### config.mk
export PLATFORM = sky130hd
export DESIGN_NAME = fped_sermul
export DESIGN_NICKNAME = d
export VERILOG_FILES = /design/src/hw/rtl/fped_pkg.sv /design/src/hw/rtl/fped_sermul.sv
export SDC_FILE = /design/constraint.sdc
export NUM_CORES = 1
export LEC_CHECK = 0
export ABC_AREA = 1
export BUFFER_PORTS_ARGS = -buffer_cell sky130_fd_sc_hd__buf_2
export CAP_MARGIN = 10
export CORE_MARGIN = 2
export CORE_UTILIZATION = 38
export DETAILED_ROUTE_END_ITERATION = 8
export SETUP_SLACK_MARGIN = 0.15
export SLEW_MARGIN = 20
export SYNTH_ARGS = -nofsm -noshare
export SYNTH_HDL_FRONTEND = slang
export SYNTH_SLANG_ARGS = --single-unit
export TNS_END_PERCENT = 1
### constraint.sdc
create_clock -name i_clk -period 2.3 [get_ports i_clk]
set_input_delay 0.115 -clock i_clk [delete_from_list [all_inputs] [get_ports i_clk]]
set_output_delay 0.115 -clock i_clk [all_outputs]
set_load 0.03 [all_outputs]
### src/hw/rtl/fped_pkg.sv
// Shared constants, register codes and state types of the frame peak energy detector.
package fped_pkg;

    localparam int DEF_MAX_WINDOW_FRAMES = 256;
    localparam int DEF_MAX_FRAME_SIZE    = 4096;
    localparam int DEF_SAMPLE_BITS       = 16;

    localparam int FRAME_SIZE_W = 13;
    localparam int PEAK_START_W = 8;
    localparam int WINDOW_W     = 9;
    localparam int PEAK_THR_W   = 16;
    localparam int ENERGY_THR_W = 31;

    localparam int CFG_IDX_W  = 3;
    localparam int CFG_DATA_W = 31;

    localparam logic [FRAME_SIZE_W-1:0]      RST_FRAME_SIZE = 13'd1600;
    localparam logic [PEAK_START_W-1:0]      RST_PEAK_START = 8'd3;
    localparam logic [WINDOW_W-1:0]          RST_WINDOW     = 9'd130;
    localparam logic signed [PEAK_THR_W-1:0] RST_PEAK_THR   = 16'sd29000;
    localparam logic [ENERGY_THR_W-1:0]      RST_ENERGY_THR = 31'd500000000;

    typedef enum logic [CFG_IDX_W-1:0] {
        CFG_FRAME_SIZE = 3'd0,
        CFG_PEAK_START = 3'd1,
        CFG_WINDOW     = 3'd2,
        CFG_PEAK_THR   = 3'd3,
        CFG_ENERGY_THR = 3'd4
    } t_cfg_idx;

    typedef enum logic [2:0] {
        ST_IDLE,
        ST_SQUARE,
        ST_FE_READ,
        ST_FE_EVICT,
        ST_FE_COMMIT,
        ST_THR_W,
        ST_THR_FS,
        ST_RESULT
    } t_state;

    typedef enum logic [1:0] {
        WIN_NOP,
        WIN_READ,
        WIN_EVICT,
        WIN_COMMIT
    } t_win_op;

endpackage

### src/hw/rtl/fped_sermul.sv
// Bit-serial shift-add multiplier: one multiplier bit per cycle, product shifts right.
module fped_sermul import fped_pkg::*; #(
    parameter int MC_W = 40,
    parameter int MP_W = 16
) (
    input  logic                 i_clk,
    input  logic                 i_rst_n,
    input  logic                 i_start,
    input  logic [MC_W-1:0]      i_mcand,
    input  logic [MP_W-1:0]      i_mplier,
    output logic                 o_done,
    output logic [MC_W+MP_W-1:0] o_product
);

    localparam int PR_W  = MC_W + MP_W;
    localparam int CNT_W = $clog2(MP_W);

    logic             r_busy;
    logic             r_done;
    logic [CNT_W-1:0] r_cnt;
    logic [MC_W-1:0]  r_mc;
    logic [PR_W-1:0]  r_acc;
    logic [MC_W:0]    sum_hi;

    // The multiplier sits in the low bits of the accumulator and leaves it one
    // bit per cycle while the partial product moves in from the top.
    assign sum_hi = {1'b0, r_acc[PR_W-1:MP_W]} + (r_acc[0] ? {1'b0, r_mc} : '0);

    always_ff @(posedge i_clk) begin
        if (!i_rst_n) begin
            r_busy <= 1'b0;
            r_done <= 1'b0;
            r_cnt  <= '0;
        end else begin
            r_done <= 1'b0;
            if (i_start) begin
                r_busy <= 1'b1;
                r_cnt  <= '0;
            end else if (r_busy) begin
                r_cnt <= r_cnt + 1'b1;
                if (r_cnt == CNT_W'(MP_W - 1)) begin
                    r_busy <= 1'b0;
                    r_done <= 1'b1;
                end
            end
        end
    end

    always_ff @(posedge i_clk) begin
        if (i_start) begin
            r_mc  <= i_mcand;
            r_acc <= {{MC_W{1'b0}}, i_mplier};
        end else if (r_busy) begin
            r_acc <= {sum_hi, r_acc[MP_W-1:1]};
        end
    end

    assign o_done    = r_done;
    assign o_product = r_acc;

endmodule

# [After elaboration in Yosys (flattened, before gate mapping)]
# Cells that the tools add are included.
[totals] inputBits=59 ff_bits=102 elab_cells=21
[op_classes] eq_ne=1 reduce_logical=3 n_addsub=2 bitwise_logic=2 mux=7
[op_table] cell="adder 40 x 40 -> 41 bit" n=1
[op_table] cell="2-to-1 mux 40 bit" n=1
[op_table] cell="2-to-1 mux 16 bit" n=2
[op_table] cell="adder 4 x 1 -> 4 bit (second input constant)" n=1
[op_table] cell="equality test 4 bit (second input constant)" n=1
[op_table] cell="2-to-1 mux 1 bit" n=4
[op_table] cell="OR reduction 3 bit" n=1
[op_table] cell="inverter 1 bit" n=2
[op_table] cell="nonzero test 2 bit" n=1
[op_table] cell="OR reduction 2 bit" n=1

# [Longest topological paths before layout]
[logic_depth] word_depth=4 ltp_mapped=18

# [Worst setup path before layout]
# No wires, ideal clock.
[synth_path] path_type="flip-flop to flip-flop" start="reg r_acc[0], in the netlist o_product[0]" end="reg r_acc[47], in the netlist o_product[47]" stages_incl_launch_ff=19 path_slack_ns=-0.176 setup_time_ns=0.109 synth_period_minus_slack_ns=2.476 t_arrival_ns=2.367 path_cell_list="edfxtp_1 -> clkbuf_1 -> nand2_1 -> inv_1 -> ha_1 -> fa_1 -> nand2_1 -> nand3_1 -> and2_4 -> nand2_1 -> nand2_1 -> nand2_1 -> nand2_2 -> nand2_1 -> nand2_1 -> nand2_1 -> nand3_1 -> nand2_1 -> inv_1"
[synth_via] elab_chain_cells=2
[synth_lines] item="start: declaration" line_no="fped_sermul.sv:22" rtl="logic [PR_W-1:0] r_acc;"
[synth_lines] item="start signal: assignment" line_no="fped_sermul.sv:52" rtl="r_acc <= {{MC_W{1'b0}}, i_mplier};"
[synth_lines] item="start signal: assignment" line_no="fped_sermul.sv:54" rtl="r_acc <= {sum_hi, r_acc[MP_W-1:1]};"
[synth_lines] item="2-to-1 mux 40 bit" line_no="fped_sermul.sv:27" rtl="assign sum_hi = {1'b0, r_acc[PR_W-1:MP_W]} + (r_acc[0] ? {1'b0, r_mc} : '0);"
[synth_lines] item="adder 40 x 40 -> 41 bit" line_no="fped_sermul.sv:27"
# No other way between the ends.
# A chain may end at the register's enable or synchronous reset.

# [Worst setup path after layout]
[layout_path] start="reg r_acc[0], in the netlist o_product[0]" end="reg r_acc[51], in the netlist o_product[51]"
# Same word-level chain as after synthesis.

==> results.sh <==
export IMPL_start_util_pct=39.1
export IMPL_final_util_pct=55.7
export IMPL_cts_max_level=3
export IMPL_critical_path_max_stage_delay_ns=0.39
export IMPL_drt_initial_drc_count=425
export IMPL_n_fill_cell=1645
export IMPL_total_power_mw=5.46
export IMPL_crit_slowest_cell="edfxtp_1"
export IMPL_grt_max_degree=35
export IMPL_crit_arrival_ns=2.61
export IMPL_syn_nets=1098
export IMPL_timing_final_ws_setup_ns=-0.0400
export IMPL_p_per_area_nw_per_um2=563
export IMPL_core_area_um2=17400
export IMPL_first_global_vias=6669
export IMPL_drc=0
export IMPL_path_max_fanout=6
export IMPL_grt_pass1_wl_um=32500
export IMPL_hold_class="primary input to flop"
export IMPL_crit_top_cell="nand2_1"
export IMPL_layout_area_overhead_vs_synth_pct=42.6
export IMPL_syn_area_per_cell_um2=6.83
export IMPL_clkSinkCount=102
export IMPL_clk_pin_slew_worst_paths_ns=0.08
export IMPL_synth_cells=997
export IMPL_drv_slew=0
export IMPL_status="complete, but fails checks"
export IMPL_cts_buffer_depth=2
export IMPL_hold_violations=0
export IMPL_fmax_mhz=427
export IMPL_n_antenna_cell=0
export IMPL_synthesis_area_um2=6810
export IMPL_routedWlPerCell_um=14.1
export IMPL_layout_drive_gt1_share_pct=31.2
export IMPL_post_place_ws_ns=-0.0431
export IMPL_die_w_um=138
export IMPL_yosys_warnings=0
export IMPL_ant_nets=0
export IMPL_grt_ovfl_total=0
export IMPL_numCtsBuffers=9
export IMPL_slew_headroom_pct=70.8
export IMPL_dp_hpwl_um=14700
export IMPL_yosysSeqAreaShare_pct=38.2
export IMPL_synth_edff_count=56
export IMPL_async_reset_ff_share_pct=0
export IMPL_die_area_um2=19000
export IMPL_tightest_slew_ns=0.438
export IMPL_antenna_found_initial=0
export IMPL_wl_um=20500
export IMPL_firstDrtPassIters=7
export IMPL_rsz0062_at_grt="true"
export IMPL_row_count=48
export IMPL_io_pins=116
export IMPL_via_count=6812
export IMPL_cts_tree="yes"
export IMPL_fin_crit_sh_pct=102
export IMPL_gp_congestion=0.888
export IMPL_leakagePower_nw=5.06
export IMPL_root_buffer="clkbuf_16"
export IMPL_io_buffers=115
export IMPL_crit_required_ns=2.57
export IMPL_track_usage_pct=22.2
export IMPL_endpoint_kind="flop"
export IMPL_crit_chain="buf_6 > buf_12 > nand2_4 > inv_2 > ha_4 > fa_2 > nand2_2 > nand3_2 > and2_4 > nand3b_1 > nand3_2 > nand2_2 > nand2_1 > nand2_1 > nand3_1 > nand2_1 > inv_1"
export IMPL_viasPerCell=4.70
export IMPL_synth_cell_types=38
export IMPL_vdd_drop_max_mv=0.445
export IMPL_setup_viol=6
export IMPL_nets=1321
export IMPL_die_h_um=138
export IMPL_cp_num_buf_inv=4
export IMPL_maxCapViolCount=0
export IMPL_clk_insertion_delay_late_ns=0.37
export IMPL_critPathKind="flop to flop"
export IMPL_cp_top_family="simple AND/OR/NAND/NOR gates"
export IMPL_violations="setup timing"
export IMPL_finClkSkew_ns=0.0181
export IMPL_hold_slack_ns=0.0152
export IMPL_start_kind="flop"
export IMPL_synth_flop_cell="edfxtp_1"
export IMPL_finalCriticalPeriod_ns=2.34
export IMPL_ys_seq_elements=102
-- cell type report --
cell class	instances	area (um^2)	area share, %
Clock buffer	10	229	2.36
Clock inverter	6	52.6	0.541
Inverter	179	672	6.92
Multi-Input combinational cell	699	4250	43.7
Sequential cell	102	2600	26.8
Tap cell	225	282	2.90
Timing Repair Buffer	229	1630	16.8
-- cells by family after synthesis --
family | share of synthesized area [%]
xor+xnor | 1.80
fa+ha+maj | 7.83
simple gates | 33.5
compound gates | 7.74
buf+inv | 10.9
flops | 38.2
-- timing repair --
action / in CTS / in global routing
resized for setup: 80 / 101
gates cloned: 2 / 0
endpoints found under the hold margin: 43 / 0
setup endpoints to repair: 35 / 37
pin swaps: 34 / 38
hold buffers: 43 / 0
setup buffers: 5 / 1
-- path summary, 6_finish.rpt --
path	start	end	slack, ns	depth (start not counted)
setup / recovery	o_product[0]	o_product[51]	-0.04	17
hold / removal	i_mplier[15]	o_product[15]	0.02	3
setup reg to reg	o_product[0]	o_product[51]	-0.04	17
hold reg to reg	r_cnt[0]	r_cnt[0]	0.51	2
-- state kept, by name, summed over array words and instances (netlist names) --
name	flops
o_product	56
r_cnt	4
o_done	1
r_busy	1
r_mc	40
-- layout by cell type, fill, tap and decap left out, types with 5 or more instances in the layout --
| cell | count |
|---|---|
| o21ai_1 | 8 |
| buf_4 | 62 |
| buf_2 | 115 |
| o21ai_0 | 24 |
| nor2_1 | 88 |
| ha_1 | 13 |
| xor2_1 | 9 |
| edfxtp_1 | 56 |
| nor3_1 | 5 |
| a21oi_2 | 17 |
| nand3_1 | 30 |
| clkbuf_16 | 9 |
| nand2_1 | 297 |
| nand3_2 | 9 |
| nor2_2 | 26 |
| dlygate4sd3_1 | 43 |
| dfxtp_1 | 46 |
| inv_2 | 8 |
| nand2_2 | 51 |
| nor2_4 | 9 |
| a21oi_1 | 25 |
| inv_1 | 170 |
| a32o_1 | 5 |
| ha_4 | 25 |
| nand2_4 | 15 |
-- through the flow --
step	setup TNS, ns	cells	cell area (um^2)
finish	-0.0994	1450	9710
global route	-3.26	1450	9710
CTS	-0.251	1449	9340
detailed placement	-0.133	1383	8110
global placement	-0.0729	1383	8110
floorplan	-0.0736	997	6830
-- per-layer routing --
| layer | track usage (%) | up-vias | wire length [um] |
|---|---|---|---|
| met5 | 0 | - | 0 |
| met4 | 7.26 | 0 | 461 |
| met3 | 4.30 | 31 | 1270 |
| met2 | 35.4 | 201 | 8930 |
| met1 | 30.5 | 3032 | 9820 |
| li1 | - | 3548 | - |
-- synth_stat cells (2+ instances only) --
master / count / share of area (%)
o21ai_0: 31 / 2.3
nand3_1: 36 / 2.6
nor2_4: 2 / 0.33
dfxtp_1: 46 / 14
ha_1: 41 / 7.5
o21bai_1: 4 / 0.44
xor2_1: 9 / 1.2
nand3_2: 7 / 1.0
nor2_1: 113 / 6.2
nand2_1: 345 / 19
a21oi_2: 2 / 0.26
xnor2_1: 5 / 0.64
nand2_2: 18 / 1.7
nand3b_1: 3 / 0.33
a21oi_1: 41 / 3.0
nor3_1: 9 / 0.66
nor2_2: 8 / 0.74
a32o_1: 5 / 0.74
edfxtp_1: 56 / 25
inv_1: 177 / 9.8
clkbuf_1: 14 / 0.77
or2_2: 4 / 0.37
a31oi_1: 4 / 0.37
buf_2: 3 / 0.22
-- worst register-to-register path, delay by kind of cell, from the launching register on --
kind	cells	cell delay (ns)
DFF	1	0.39
and+or+nand+nor	11	0.95
adders and majority gates	2	0.52
buffers and inverters	4	0.38
-- report_power, final --
group / switching, mW / total [mW] / internal [mW]
Combinational: 0.990 / 1.72 / 0.727
Clock: 0.785 / 1.54 / 0.758
Sequential: 0.116 / 2.20 / 2.09
Power figures use the tool's default switching activity.
