--- src/hw/rtl/fped_pkg.sv ---
// Shared constants, register codes and state types of the frame peak energy detector.
package fped_pkg;

    localparam int DEF_MAX_WINDOW_FRAMES = 256;
    localparam int DEF_MAX_FRAME_SIZE    = 4096;
    localparam int DEF_SAMPLE_BITS       = 16;

    localparam int FRAME_SIZE_W = 13;
    localparam int PEAK_START_W = 8;
    localparam int WINDOW_W     = 9;
    localparam int PEAK_THR_W   = 16;
    localparam int ENERGY_THR_W = 31;

    localparam int CFG_IDX_W  = 3;
    localparam int CFG_DATA_W = 31;

    localparam logic [FRAME_SIZE_W-1:0]      RST_FRAME_SIZE = 13'd1600;
    localparam logic [PEAK_START_W-1:0]      RST_PEAK_START = 8'd3;
    localparam logic [WINDOW_W-1:0]          RST_WINDOW     = 9'd130;
    localparam logic signed [PEAK_THR_W-1:0] RST_PEAK_THR   = 16'sd29000;
    localparam logic [ENERGY_THR_W-1:0]      RST_ENERGY_THR = 31'd500000000;

    typedef enum logic [CFG_IDX_W-1:0] {
        CFG_FRAME_SIZE = 3'd0,
        CFG_PEAK_START = 3'd1,
        CFG_WINDOW     = 3'd2,
        CFG_PEAK_THR   = 3'd3,
        CFG_ENERGY_THR = 3'd4
    } t_cfg_idx;

    typedef enum logic [2:0] {
        ST_IDLE,
        ST_SQUARE,
        ST_FE_READ,
        ST_FE_EVICT,
        ST_FE_COMMIT,
        ST_THR_W,
        ST_THR_FS,
        ST_RESULT
    } t_state;

    typedef enum logic [1:0] {
        WIN_NOP,
        WIN_READ,
        WIN_EVICT,
        WIN_COMMIT
    } t_win_op;

endpackage

--- src/hw/rtl/fped_if.sv ---


interface fped_cfg_if import fped_pkg::*; ();
    logic                  valid;
    logic                  ready;
    logic [CFG_IDX_W-1:0]  index;
    logic [CFG_DATA_W-1:0] data;

    modport source (output valid, output index, output data, input ready);
    modport sink (input valid, input index, input data, output ready);
endinterface

--- src/hw/rtl/fped_cfg_regs.sv ---
// Configuration registers with range clamping of frame size and window length.
module fped_cfg_regs import fped_pkg::*; #(
    parameter int MAX_WINDOW_FRAMES = DEF_MAX_WINDOW_FRAMES,
    parameter int MAX_FRAME_SIZE    = DEF_MAX_FRAME_SIZE,
    parameter int FS_W              = $clog2(MAX_FRAME_SIZE + 1),
    parameter int WIN_W             = $clog2(MAX_WINDOW_FRAMES + 1)
) (
    input  logic                         i_clk,
    input  logic                         i_rst_n,
    fped_cfg_if.sink                     i_cfg,
    output logic [FS_W-1:0]              o_frame_size,
    output logic [WIN_W-1:0]             o_window,
    output logic [PEAK_START_W-1:0]      o_peak_start,
    output logic signed [PEAK_THR_W-1:0] o_peak_thr,
    output logic [ENERGY_THR_W-1:0]      o_energy_thr
);

    logic [FRAME_SIZE_W-1:0]      r_frame_size;
    logic [PEAK_START_W-1:0]      r_peak_start;
    logic [WINDOW_W-1:0]          r_window;
    logic signed [PEAK_THR_W-1:0] r_peak_thr;
    logic [ENERGY_THR_W-1:0]      r_energy_thr;

    assign i_cfg.ready = 1'b1;

    always_ff @(posedge i_clk) begin
        if (!i_rst_n) begin
            r_frame_size <= RST_FRAME_SIZE;
            r_peak_start <= RST_PEAK_START;
            r_window     <= RST_WINDOW;
            r_peak_thr   <= RST_PEAK_THR;
            r_energy_thr <= RST_ENERGY_THR;
        end else if (i_cfg.valid) begin
            unique case (i_cfg.index)
                CFG_FRAME_SIZE: r_frame_size <= i_cfg.data[FRAME_SIZE_W-1:0];
                CFG_PEAK_START: r_peak_start <= i_cfg.data[PEAK_START_W-1:0];
                CFG_WINDOW:     r_window     <= i_cfg.data[WINDOW_W-1:0];
                CFG_PEAK_THR:   r_peak_thr   <= i_cfg.data[PEAK_THR_W-1:0];
                CFG_ENERGY_THR: r_energy_thr <= i_cfg.data[ENERGY_THR_W-1:0];
                default: ;
            endcase
        end
    end

    // A zero setting counts as one; settings above the maximum count as the maximum.
    always_comb begin
        priority if (r_frame_size == '0) begin
            o_frame_size = FS_W'(1);
        end else if (32'(r_frame_size) > 32'(MAX_FRAME_SIZE)) begin
            o_frame_size = FS_W'(MAX_FRAME_SIZE);
        end else begin
            o_frame_size = FS_W'(r_frame_size);
        end

        priority if (r_window == '0) begin
            o_window = WIN_W'(1);
        end else if (32'(r_window) > 32'(MAX_WINDOW_FRAMES)) begin
            o_window = WIN_W'(MAX_WINDOW_FRAMES);
        end else begin
            o_window = WIN_W'(r_window);
        end
    end

    assign o_peak_start = r_peak_start;
    assign o_peak_thr   = r_peak_thr;
    assign o_energy_thr = r_energy_thr;

endmodule

--- src/flat_wrapper.sv ---
// flat-port wrapper written by rule: the top's interface ports become plain ports
module fped_cfg_regs_flat import fped_pkg::*;
#(
    parameter int MAX_WINDOW_FRAMES = DEF_MAX_WINDOW_FRAMES,
    parameter int MAX_FRAME_SIZE    = DEF_MAX_FRAME_SIZE,
    parameter int FS_W              = $clog2(MAX_FRAME_SIZE + 1),
    parameter int WIN_W             = $clog2(MAX_WINDOW_FRAMES + 1)
)
  (i_clk, i_rst_n, o_frame_size, o_window, o_peak_start, o_peak_thr, o_energy_thr, i_cfg_valid, i_cfg_index, i_cfg_data, i_cfg_ready);
  fped_cfg_if i_cfg_i ();
  input  logic i_clk;
  input  logic i_rst_n;
  output logic [FS_W-1:0] o_frame_size;
  output logic [WIN_W-1:0] o_window;
  output logic [PEAK_START_W-1:0] o_peak_start;
  output logic signed [PEAK_THR_W-1:0] o_peak_thr;
  output logic [ENERGY_THR_W-1:0] o_energy_thr;
  input wire logic [$bits(i_cfg_i.valid)-1:0] i_cfg_valid;
  input wire logic [$bits(i_cfg_i.index)-1:0] i_cfg_index;
  input wire logic [$bits(i_cfg_i.data)-1:0] i_cfg_data;
  output wire logic [$bits(i_cfg_i.ready)-1:0] i_cfg_ready;
  assign i_cfg_i.valid = i_cfg_valid;
  assign i_cfg_i.index = i_cfg_index;
  assign i_cfg_i.data = i_cfg_data;
  assign i_cfg_ready = i_cfg_i.ready;
  fped_cfg_regs #(.MAX_WINDOW_FRAMES(MAX_WINDOW_FRAMES), .MAX_FRAME_SIZE(MAX_FRAME_SIZE), .FS_W(FS_W), .WIN_W(WIN_W)) u_core (.i_clk(i_clk), .i_rst_n(i_rst_n), .i_cfg(i_cfg_i), .o_frame_size(o_frame_size), .o_window(o_window), .o_peak_start(o_peak_start), .o_peak_thr(o_peak_thr), .o_energy_thr(o_energy_thr));
endmodule
--- config.mk ---
export PLATFORM = sky130hd
export DESIGN_NAME = fped_cfg_regs_flat
export DESIGN_NICKNAME = d
export VERILOG_FILES = /design/src/hw/rtl/fped_pkg.sv /design/src/hw/rtl/fped_if.sv /design/src/hw/rtl/fped_cfg_regs.sv /design/src/flat_wrapper.sv
export SDC_FILE = /design/constraint.sdc
export NUM_CORES = 1
export LEC_CHECK = 0
export BUFFER_PORTS_ARGS = -buffer_cell sky130_fd_sc_hd__buf_4
export CORE_ASPECT_RATIO = 0.7
export CORE_MARGIN = 3
export CORE_UTILIZATION = 52
export CTS_CLUSTER_DIAMETER = 150
export DETAILED_ROUTE_END_ITERATION = 8
export PLACE_DENSITY = 0.83
export SLEW_MARGIN = 5
export SYNTH_ARGS = -nofsm -noshare
export SYNTH_HDL_FRONTEND = slang
export SYNTH_SLANG_ARGS = --single-unit
--- constraint.sdc ---
create_clock -name i_clk -period 2.1 [get_ports i_clk]
set_input_delay 0.21 -clock i_clk [delete_from_list [all_inputs] [get_ports i_clk]]
set_output_delay 0.21 -clock i_clk [all_outputs]
set_load 0.02 [all_outputs]
# Word level (Yosys, flattened, before mapping)
# Cells that the tools add are included.
[totals]
inputBits = 37
elab_cells = 23
out_inout_bits = 78
register_bits = 77
[classes]
eq_ne = 4
order_cmp = 2
reduce_logical = 8
n_mux = 4
[ops]
columns = ["operator", "n"]
rows = [
  ["13-bit 2-to-1 mux", 2],
  ["9-bit 2-to-1 mux", 2],
  ["13-bit > comparator (second input constant)", 1],
  ["13-bit zero test", 1],
  ["2-bit AND reduction", 5],
  ["9-bit > comparator (second input constant)", 1],
  ["9-bit zero test", 1],
  ["3-bit by 2-bit == test with 1-bit output (second input constant)", 2],
  ["3-bit by 1-bit == test with 1-bit output (second input constant)", 1],
  ["3-bit == test (second input constant)", 1],
  ["3-bit zero test", 1],
]

# Logic depth before layout (Yosys ltp)
[logic_depth]
word_depth = 3
depth_mapped = 5
depth_no_buf = 3

# Least setup slack after synthesis
# Ideal clock, no wire load.
[synth_timing]
path_type = "flip-flop to output port"
start = "register u_core.r_frame_size[2]"
end = "output port o_frame_size[0]"
slack_ns = 0.940
arrival_ns = 0.950
t_required_ns = 1.890
path_buffers = 0
path_stages_with_launch = 4
cell_sequence = "dfxtp_1 -> nor4_1 -> a31oi_1 -> nor2_1"
[synth_between]
elab_chain_cells = 3
word_cells_on_any_way = 4
classes_between = "order compare: 1; mux: 2; reduce/logical: 1"
[synth_lines]
columns = ["item", "line", "source"]
rows = [
  ["start, declared", "fped_cfg_regs.sv:18", "logic [FRAME_SIZE_W-1:0] r_frame_size;"],
  ["start signal, assigned", "fped_cfg_regs.sv:35", "CFG_FRAME_SIZE: r_frame_size <= i_cfg.data[FRAME_SIZE_W-1:0];"],
  ["13-bit > comparator", "fped_cfg_regs.sv:49", "end else if (32'(r_frame_size) > 32'(MAX_FRAME_SIZE)) begin"],
  ["13-bit 2-to-1 mux", "fped_cfg_regs.sv:49", ""],
  ["13-bit 2-to-1 mux *", "fped_cfg_regs.sv:47", "priority if (r_frame_size == '0) begin"],
  ["end, declared", "flat_wrapper.sv:13", "output logic [FS_W-1:0] o_frame_size;"],
]
# Mark *: on every way between the ends. The rest lies on a longest branch, timed or not.

# Final worst setup path
[layout_timing]
start = "register u_core.r_frame_size[11]"
end = "output port o_frame_size[0]"
# Same word-level chain as after synthesis.

==> flow_metrics.tcl <==
set metrics [dict create \
    startpoint_type "register" \
    grt-ovfl-total 0 \
    largest_clock_skew_in_the_final_design_ns 0 \
    drtPass1Iterations 4 \
    post_cts_hold_buffer_count 0 \
    post-cts-setup-buffers 0 \
    clock_tree.htree_level_count 3 \
    rr_startpoint "u_core.r_frame_size[12]$_SDFFE_PN0P_" \
    share_comb_of_total_power 0.113 \
    critical_path.max_fanout 3 \
    ys_seq_elements 77 \
    drt_first_iter_violations 192 \
    share_of_the_synthesized_area_in_the_top_cell_type 0.514 \
    synthToLayoutAreaGrowth_pct 33.8 \
    final.min_clock_period_ns 1.52 \
    design.final.nets 498 \
    max_slew.worst_pin.slew_ns 0.638 \
    clkTransAtPathRegs_ns 0.08 \
    max_cap_violations 0 \
    unrepaired_setup_endpoints_after_global_routing "false" \
    grt_pass1_wl_mm 12.8 \
    pwr_density_cell_mw_per_mm2 689 \
    dpl_cell_area_mm2 0.00385 \
    syn_area_mm2 0.00300 \
    period_share 0.723 \
    cts_resized 0 \
    worst-endpoint-arrival_ns 1.31 \
    syn-instance-count 361 \
    netSwitchingPower_mw 0.703 \
    worst_ep_required_time_ns 1.89 \
    placed_cells 522 \
    timing_worst_setup_path_type "reg2out" \
    initial_core_util 0.556 \
    drcViolationCount 0 \
    power_switching_share 0.254 \
    design.portCount 115 \
    grt_max_degree 57 \
    syn-mean-instance-area_um2 8.31 \
    global_route_usage_over_all_layers 0.236 \
    clock_path_buffers 2 \
    synth.area.top_cells "sky130_fd_sc_hd__dfxtp_1, sky130_fd_sc_hd__nand2_1, sky130_fd_sc_hd__a21boi_0" \
    tritoncts_clock_tree "built" \
    end_kind "primary output" \
    final-seq-area_mm2 0.00154 \
    max-vdd-ir-drop_v 0.000463 \
    route.detailed.vias_per_inst 5.07 \
    mappedNetlistNets 398 \
    drive_above_1_share 0.288 \
    remaining_max_slew_budget_at_the_tightest_pin 0.574 \
    power.leakage_nw 1.79 \
    grt_antenna_before_repair 0 \
    antenna_diode_count 0 \
    hold_crit_path_type "in2reg" \
    gp_congestion 0.822 \
    placeable_core_region_mm2 0.00540 \
    cp-startpoint "u_core.r_frame_size[11]$_SDFFE_PN0P_" \
    postLayoutCellArea_mm2 0.00401 \
    clk-insertion-delay-late_ns 0.34 \
    synth_edf_count 0 \
    first_global_vias 2579 \
    run_status "completed" \
    io_buffers 113 \
    design.die.area_mm2 0.00673 \
    root_buffer "sky130_fd_sc_hd__clkbuf_8" \
    timing.hold.worst.start "i_cfg_data[16]" \
    netlist.top_cell.by_area "sky130_fd_sc_hd__dfxtp_1" \
    synth_seq_area_share 0.514 \
    cellInternalPower_mw 2.06 \
    die_height_um 69.5 \
    vias 2726 \
    final_common_cell "sky130_fd_sc_hd__nand2_1" \
    wirelength_mm 7.91 \
    max_clock_freq_ghz 0.658 \
    fp.dieW_um 96.8 \
    tritoncts.num_buffers 9 \
    drt_antenna_net_count 0 \
    asyncSetResetFlopFracSynth 0 \
    power_frac_seq 0.550 \
    std_cell_rows 22 \
    layoutNonFillerInstCount 538 \
    nFillCells 455 \
    setup_viol_count_final 0 \
    yosysWarnings 0 \
    finalHoldViolations 0 \
    fin_tns_setup_ns 0 \
    multi_input_comb_area_mm2 0.00132 \
    post_drt_wl_per_cell_um 14.7 \
    share_clk_of_total_power 0.337 \
    netlist-cell-type-count 24 \
    most_frequent_cells_in_the_layout "sky130_fd_sc_hd__nand2_1, sky130_fd_sc_hd__buf_4, sky130_fd_sc_hd__dfxtp_1" \
    clock_sink_count 77 \
    slew_viol_final 0 \
    most_used_flip_flop_cell_after_synthesis "sky130_fd_sc_hd__dfxtp_1" \
    place_hpwl_mm 5.77 \
]
## final timing paths
check             slack [ns]  depth (start not counted)                              endpoint
setup / recovery        0.58                          4                       o_frame_size[0]
hold reg to reg         0.46                          2  u_core.o_energy_thr[12]$_SDFFE_PN0P_
setup reg to reg        1.18                          2  u_core.r_frame_size[12]$_SDFFE_PN0P_
hold / removal          0.07                          3  u_core.o_energy_thr[16]$_SDFFE_PN1P_
## area by class of cell
cell class / instances / area share
tap: 72 / 0.0224
sequential: 77 / 0.384
timing repair buffer: 118 / 0.224
multi-input combinational: 255 / 0.330
clock inverter: 4 / 0.00623
clock buffer: 12 / 0.0337
## synthesized netlist by cell type, types with 3 or more instances
cell,count
sky130_fd_sc_hd__clkbuf_1,16
sky130_fd_sc_hd__o21ai_0,16
sky130_fd_sc_hd__dfxtp_1,77
sky130_fd_sc_hd__nand4bb_1,3
sky130_fd_sc_hd__a21boi_1,10
sky130_fd_sc_hd__nor4_1,3
sky130_fd_sc_hd__nand2_1,126
sky130_fd_sc_hd__mux2i_1,8
sky130_fd_sc_hd__a21boi_0,25
sky130_fd_sc_hd__nor2b_1,18
sky130_fd_sc_hd__nand3_1,34
sky130_fd_sc_hd__buf_2,11
## power groups by stage
| stage | clock network, mW | registers (mW) | logic [mW] |
|---|---|---|---|
| floorplan | 0 | 1.58 | 0.127 |
| global placement | 0 | 1.55 | 0.307 |
| detailed placement | 0 | 1.55 | 0.313 |
| CTS | 0.952 | 1.52 | 0.314 |
| global route | 1.00 | 1.52 | 0.339 |
| finish | 0.933 | 1.52 | 0.313 |
## logic make-up (layout without fill, tap and decap cells)
group | Yosys count | in the layout | share of synthesized area
buf+inv | 29 | 134 | 0.0446
flops | 77 | 77 | 0.514
simple gates | 193 | 193 | 0.295
mux | 8 | 8 | 0.0267
other cells | 1 | 1 | 0.00125
compound gates | 53 | 53 | 0.118
## metrics by stage
step	total power, mW	util	hold WS [ns]	worst slack, ns
final	2.77	0.744	0.0713	0.581
after global routing	2.87	0.744	0.0721	0.510
after CTS	2.79	0.744	0.0581	0.562
after detailed placement	1.87	0.714	0.420	0.645
after global placement	1.86	0.714	0.418	0.676
after floorplan	1.71	-	0.334	0.940
## worst max-delay path, cell delays in order, from the launching register on
cell and delay [ns]:
sky130_fd_sc_hd__dfxtp_1 0.35, sky130_fd_sc_hd__nor4_1 0.26, sky130_fd_sc_hd__a31oi_1 0.11, sky130_fd_sc_hd__nor2_1 0.09
sky130_fd_sc_hd__buf_4 0.15
## layer usage
layer  part of all wire  vias up  global-route usage
met2               0.44      104               0.358
met3               0.11        8              0.0905
met4              0.011        0              0.0607
li1                   -     1381                   -
met1               0.44     1233               0.316
met5                  0        -                   0
## state kept, by name, summed over array words and instances (netlist names)
signal and flops:
u_core.o_energy_thr 31, u_core.r_frame_size 13, u_core.o_peak_thr 16, u_core.r_window 9, u_core.o_peak_start 8
Note: power is estimated with default switching activity, not from simulation.
